**src/mqlb_pkg.sv**
```systemverilog
// ----------------------------------------------------------------------------
// mqlb_pkg
// Types, codes and defaults shared by the linked multi-queue buffer.
// ----------------------------------------------------------------------------
`timescale 1ns / 1ps

package mqlb_pkg;

  // field widths fixed by the interface
  localparam int DATA_W  = 32;
  localparam int QNUM_W  = 4;

  // parameter defaults
  localparam int NUM_QUEUES_DEF  = 16;
  localparam int POOL_DEPTH_DEF  = 256;
  localparam int VALUE_WIDTH_DEF = 32;

  // operation codes
  localparam logic ACT_ENQ = 1'b0;
  localparam logic ACT_DEQ = 1'b1;

  // result status codes
  typedef enum logic [1:0] {
    ST_DONE  = 2'd0,
    ST_EMPTY = 2'd1,
    ST_FULL  = 2'd2
  } status_e;

  typedef struct packed {
    logic                     action;
    logic [QNUM_W-1:0]        queue_number;
    logic signed [DATA_W-1:0] value_in;
  } in_item_t;

  typedef struct packed {
    status_e                  status;
    logic signed [DATA_W-1:0] value_out;
    logic                     queue_now_empty;
  } out_item_t;

  // controller states
  typedef enum logic [1:0] {
    S_IDLE,
    S_LOOKUP,
    S_FETCH
  } state_e;

  // controller to datapath commands
  typedef struct packed {
    logic load_item;
    logic rd_lookup;
    logic rd_fetch;
    logic commit_enq;
    logic commit_deq;
    logic out_load;
  } cmd_t;

  // datapath to controller status
  typedef struct packed {
    logic act_deq;
    logic bad_queue;
    logic q_empty;
    logic pool_full;
    logic out_full;
  } stat_t;

endpackage

```
**src/mqlb_ctrl.sv**
```systemverilog
// ----------------------------------------------------------------------------
// mqlb_ctrl
// Sequencer for one queue operation: lookup, optional entry fetch, commit.
// ----------------------------------------------------------------------------
`timescale 1ns / 1ps

module mqlb_ctrl (
  input  logic          clk,
  input  logic          rst,
  input  logic          in_valid,
  output logic          in_stall,
  input  logic          out_stall,
  input  mqlb_pkg::stat_t st,
  output mqlb_pkg::cmd_t  cmd
);

  import mqlb_pkg::*;

  state_e state;
  state_e state_next;
  logic   can_out;

  // state register
  always_ff @(posedge clk) begin
    if (rst) begin
      state <= S_IDLE;
    end else begin
      state <= state_next;
    end
  end

  // output register free or being emptied this cycle
  assign can_out  = !st.out_full || !out_stall;
  assign in_stall = (state != S_IDLE);

  // next state and commands
  always_comb begin
    state_next = state;
    cmd        = '0;
    unique case (state)
      S_IDLE: begin
        if (in_valid) begin
          cmd.load_item = 1'b1;
          cmd.rd_lookup = 1'b1;
          state_next    = S_LOOKUP;
        end
      end
      S_LOOKUP: begin
        if (st.act_deq && !st.bad_queue && !st.q_empty) begin
          cmd.rd_fetch = 1'b1;
          state_next   = S_FETCH;
        end else if (can_out) begin
          cmd.commit_enq = !st.act_deq && !st.bad_queue && !st.pool_full;
          cmd.out_load   = 1'b1;
          state_next     = S_IDLE;
        end
      end
      S_FETCH: begin
        if (can_out) begin
          cmd.commit_deq = 1'b1;
          cmd.out_load   = 1'b1;
          state_next     = S_IDLE;
        end
      end
      default: begin
        state_next = S_IDLE;
      end
    endcase
  end

endmodule

```
**config.mk**
```make
export PLATFORM = sky130hd
export DESIGN_NAME = mqlb_ctrl
export DESIGN_NICKNAME = d
export VERILOG_FILES = /design/src/mqlb_pkg.sv /design/src/mqlb_ctrl.sv
export SDC_FILE = /design/constraint.sdc
export NUM_CORES = 1
export LEC_CHECK = 0
export BUFFER_PORTS_ARGS = -buffer_cell sky130_fd_sc_hd__buf_2
export CAP_MARGIN = 20
export CORE_AREA = 2 2 39 41
export CTS_CLUSTER_DIAMETER = 120
export CTS_CLUSTER_SIZE = 30
export DETAILED_ROUTE_END_ITERATION = 8
export DIE_AREA = 0 0 41 43
export GPL_TIMING_DRIVEN = 1
export PLACE_DENSITY = 0.44
export SYNTH_ARGS = -nofsm -noshare
export SYNTH_HDL_FRONTEND = slang
export SYNTH_SLANG_ARGS = --single-unit
```
**constraint.sdc**
```tcl
create_clock -name clk -period 2.8 [get_ports clk]
set_input_delay 0.56 -clock clk [delete_from_list [all_inputs] [get_ports clk]]
set_output_delay 0.56 -clock clk [all_outputs]
set_load 0.05 [all_outputs]
```
[Word level (Yosys, flattened, before mapping)]
Cells that the tools add are included.
Word-level totals
  register bits after elaboration: 2
  latch bits: 0
  output and inout bits: 7
  memory bits (read-only): 0
  bits in writable memories: 0
  bits of input ports: 9
  word-level logic and storage cells: 32
  memories kept: 0
Operators by class
  mux-type cells: 15
  divide/modulo/power cells: 0
  bitwise gates (word level): 0
  reduce and logical (&&, ||, !) cells: 13
  shift-type cells: 0
  $mul: 0
  $lt $le $gt $ge: 0
  eq/ne operators: 3
  add/sub/neg operators: 0
Operator list (count)
  two-way mux 2 bit: 7
  logical NOT 1 bit: 6
  two-way mux 1 bit: 6
  case mux 2 bit (3 select lines): 1
  logical AND 1 bit: 4
  == test 2 x 1 -> 1 bit (second input constant): 1
  == test 2 bit (second input constant): 1
  logical NOT 2 bit: 1
  inequality test 2 bit (second input constant): 1
  case mux 1 bit (2 select lines): 1
  nonzero test 2 bit: 1
  logical OR 1 bit: 1

[Longest topological paths before layout]
  depth in word-level cells: 6
  mapped depth: 5
  depth with buffers taken out: 5

[Worst setup path before layout]
Ideal clock, no wire load.
  path kind: input to output
  start point: in st[0] in the netlist's numbering
  end point: out cmd[2] in the netlist's numbering
  required time: 2240 ps
  setup slack: 460 ps
  buffers on the path: 0
  stages on the path: 3
  arrival: 1780 ps
  cell sequence: nand2_1 nand3b_1 nor3_1
RTL lines
  from (decl): line mqlb_ctrl.sv:13  | input mqlb_pkg::stat_t st,
  to (decl): line mqlb_ctrl.sv:14  | output mqlb_pkg::cmd_t cmd

==> impl_metrics.tcl <==
set metrics [dict create \
    outcome "completed" \
    regMostFlops "state" \
    io_pins 16 \
    worstHoldStart "state[1]" \
    drt_iter0_markers 5 \
    clkTransAtPathRegs_ns 0.03 \
    largest_register_ff_count 2 \
    combPwrFrac_pct 34.7 \
    crit_chain "buf_2, or3b_1, a21oi_2, nor2_1, buf_2" \
    num-fill-cells 166 \
    power.net_switching_mw 0.0511 \
    endpoint_kind "primary output" \
    syn-num-nets 44 \
    fin_worst_skew_ns 0.00187 \
    drv_slew 0 \
    fmaxAchievable_mhz 482 \
    post_cts_buffers 0 \
    ctsHtreeMaxLevel 1 \
    whs_endpoint "state[1]" \
    ys_seq_area_share_pct 16.7 \
    die_x_um 41 \
    setup_tns_ns 0 \
    internal_power_mw 0.0942 \
    fin_hold_ws_ns 0.548 \
    p_seq_share_pct 22.1 \
    syn_area_sq_um 240 \
    cts_buffers 3 \
    p_leak_nw 0.183 \
    drive_gt1_share_pct 41.7 \
    critPathTopFamily "simple AND/OR/NAND/NOR gates" \
    reg2reg_from "state[0]" \
    regArea_sq_um 40.0 \
    ys_ff_latch 2 \
    io_buffers 15 \
    n_antenna_cell 0 \
    r2r_cells 5 \
    clkPwrFrac_pct 43.2 \
    path_buf_inv 2 \
    grt_use_total_pct 7.31 \
    hold_path_class "register to register" \
    crit_path_max_fanout 3 \
    antenna_left 0 \
    die_area_sq_um 1760 \
    globalplace.congestion 0.681 \
    yosysUniqueCellTypes 19 \
    cp_slowest_cell "or3b_1" \
    initial_core_util_pct 17.4 \
    core_area_sq_um 1380 \
    syn_to_final_growth_pct 45.8 \
    dieHeight_um 43 \
    clk_latency_ns 0.22 \
    setup_viol 0 \
    cts-hold-fix-buffers 0 \
    worst_slew_margin_rel_pct 83.4 \
    critical_path_required_ns 2.24 \
    worst_slew_pin_slew_ns 0.251 \
    ys.warnings.count 0 \
    cap_violations 0 \
    syn_inst 31 \
    grt_pass1_wl_um 841 \
    dr.pass1.iters 4 \
    vias 272 \
    synth.avg_cell_area_sq_um 7.75 \
    crit_type "primary input to primary output" \
    reg.largest.list "state: 2 flops" \
    fin_crit_sh_pct 74.1 \
    cts_buffer_depth 2 \
    grt_max_degree 6 \
    fin_crit_ns 2.07 \
    cts_resized 0 \
    power_density_nw_per_um2 415 \
    hold_depth 2 \
    start_kind "primary input" \
    cts.sinks 2 \
    dp.final_hpwl_um 486 \
    drc_errors 0 \
    rrSetupSlack_ns 1.50 \
    grt_pass1_vias 247 \
    timing.critical_path.mode_cell "buf_2" \
    post_drt_wl_per_cell_um 9.27 \
    antenna_found_initial 0 \
    dpl_cell_area_sq_um 328 \
    ir_worst_vdd_mv 0.169 \
    std_cell_rows 14 \
    p_sw_share_pct 35.2 \
    cp.depth 5 \
    cp.arrival_ns 1.51 \
    cpPeakStageDelay_ns 0.40 \
    drt_wl_total_um 593 \
    avgViaCountPerCell 4.25 \
    cts_tree "built" \
    stdcell_area_sq_um 350 \
    grt_overflow 0 \
    hold_viol 0 \
    rr_endpoint "state[1]" \
    rsz0062_at_grt "false" \
    multi_input_area_sq_um 181 \
    nets 63 \
    cts_root_buffer "clkbuf_4" \
]
-- how the worst max path moves through the flow --
stage | slack [ns] | start | endpoint
floorplan | 0.46 | st[0] | cmd[2]
global placement | 0.74 | st[3] | cmd[0]
detailed placement | 0.74 | st[3] | cmd[0]
CTS | 0.73 | st[3] | cmd[0]
global route | 0.71 | st[3] | cmd[0]
finish | 0.73 | st[3] | cmd[0]
-- power groups by stage --
| stage | combinational [mW] | clock, mW | sequential [mW] |
|---|---|---|---|
| floorplan | 0.0375 | 0 | 0.0319 |
| global placement | 0.0506 | 0 | 0.0326 |
| detailed placement | 0.0507 | 0 | 0.0325 |
| CTS | 0.0508 | 0.0679 | 0.0321 |
| global route | 0.0541 | 0.0686 | 0.0325 |
| finish | 0.0503 | 0.0628 | 0.0321 |
-- routing by layer --
layer  global-route usage, %  vias to the layer above  wire length [um]
met5                       0                        -                 0
met4                    6.00                        0                 0
met3                    3.14                        0                29
met2                    10.6                        5               287
met1                    7.64                      123               277
li1                        -                      144                 -
-- cells in the final DEF, fill, tap and decap left out --
master,instances
a21oi_2,1
and2_1,2
and3_1,1
and4bb_2,1
buf_2,15
clkbuf_4,3
dfxtp_1,2
ha_1,4
inv_1,3
nand2_1,3
nand3_1,2
nand3b_1,1
nor2_1,3
nor3_1,1
o21ai_0,1
o31a_1,1
o31ai_1,1
o32ai_1,1
or2b_1,1
or3b_1,1
-- area by class of cell --
| type | instances | area share (%) |
|---|---|---|
| inverter | 3 | 3.21 |
| tap | 16 | 5.71 |
| clock buffer | 3 | 6.43 |
| sequential | 2 | 11.4 |
| multi-input combinational | 25 | 51.8 |
| timing repair buffer | 15 | 21.4 |
-- cells in the mapped netlist (all sizes together) --
library cell / count / area share [%]
nand2: 3 / 4.7
buf: 1 / 3.1
nor2: 3 / 4.7
and2: 2 / 5.2
and3: 1 / 2.6
o21ai: 1 / 2.1
inv: 3 / 4.7
nand3: 2 / 4.2
nand3b: 1 / 3.1
dfxtp: 2 / 17
a21oi: 1 / 3.6
and4bb: 1 / 5.2
o31a: 1 / 3.6
o31ai: 1 / 3.1
o32ai: 1 / 3.6
nor3: 1 / 2.1
or3b: 1 / 3.6
or2b: 1 / 3.1
ha: 4 / 21
-- worst register-to-register path: cells and delay by family, from the launching register on --
family	cells	cell delay (ns)
fa+ha+maj	1	0.18
flops	1	0.34
buf+inv	1	0.10
compound gates	2	0.32
simple gates	1	0.26
-- cells by family after synthesis --
family,after synthesis,synth area share (%)
simple gates,16,38.5
compound gates,5,16.1
buf+inv,4,7.81
fa+ha+maj,4,20.8
flops,2,16.7
-- through the flow --
| step | total power [mW] | worst slack (ns) | util (%) | instances |
|---|---|---|---|---|
| 2_1_floorplan | 0.0694 | 0.460 | - | 31 |
| 3_5_place_dp | 0.0832 | 0.736 | 23.7 | 61 |
| 6_report | 0.145 | 0.725 | 25.3 | 64 |
| 3_3_place_gp | 0.0832 | 0.745 | 23.7 | 61 |
| 4_1_cts | 0.151 | 0.728 | 25.3 | 64 |
| 5_1_grt | 0.155 | 0.707 | 25.3 | 64 |
Note: power is estimated with default switching activity, not from simulation.
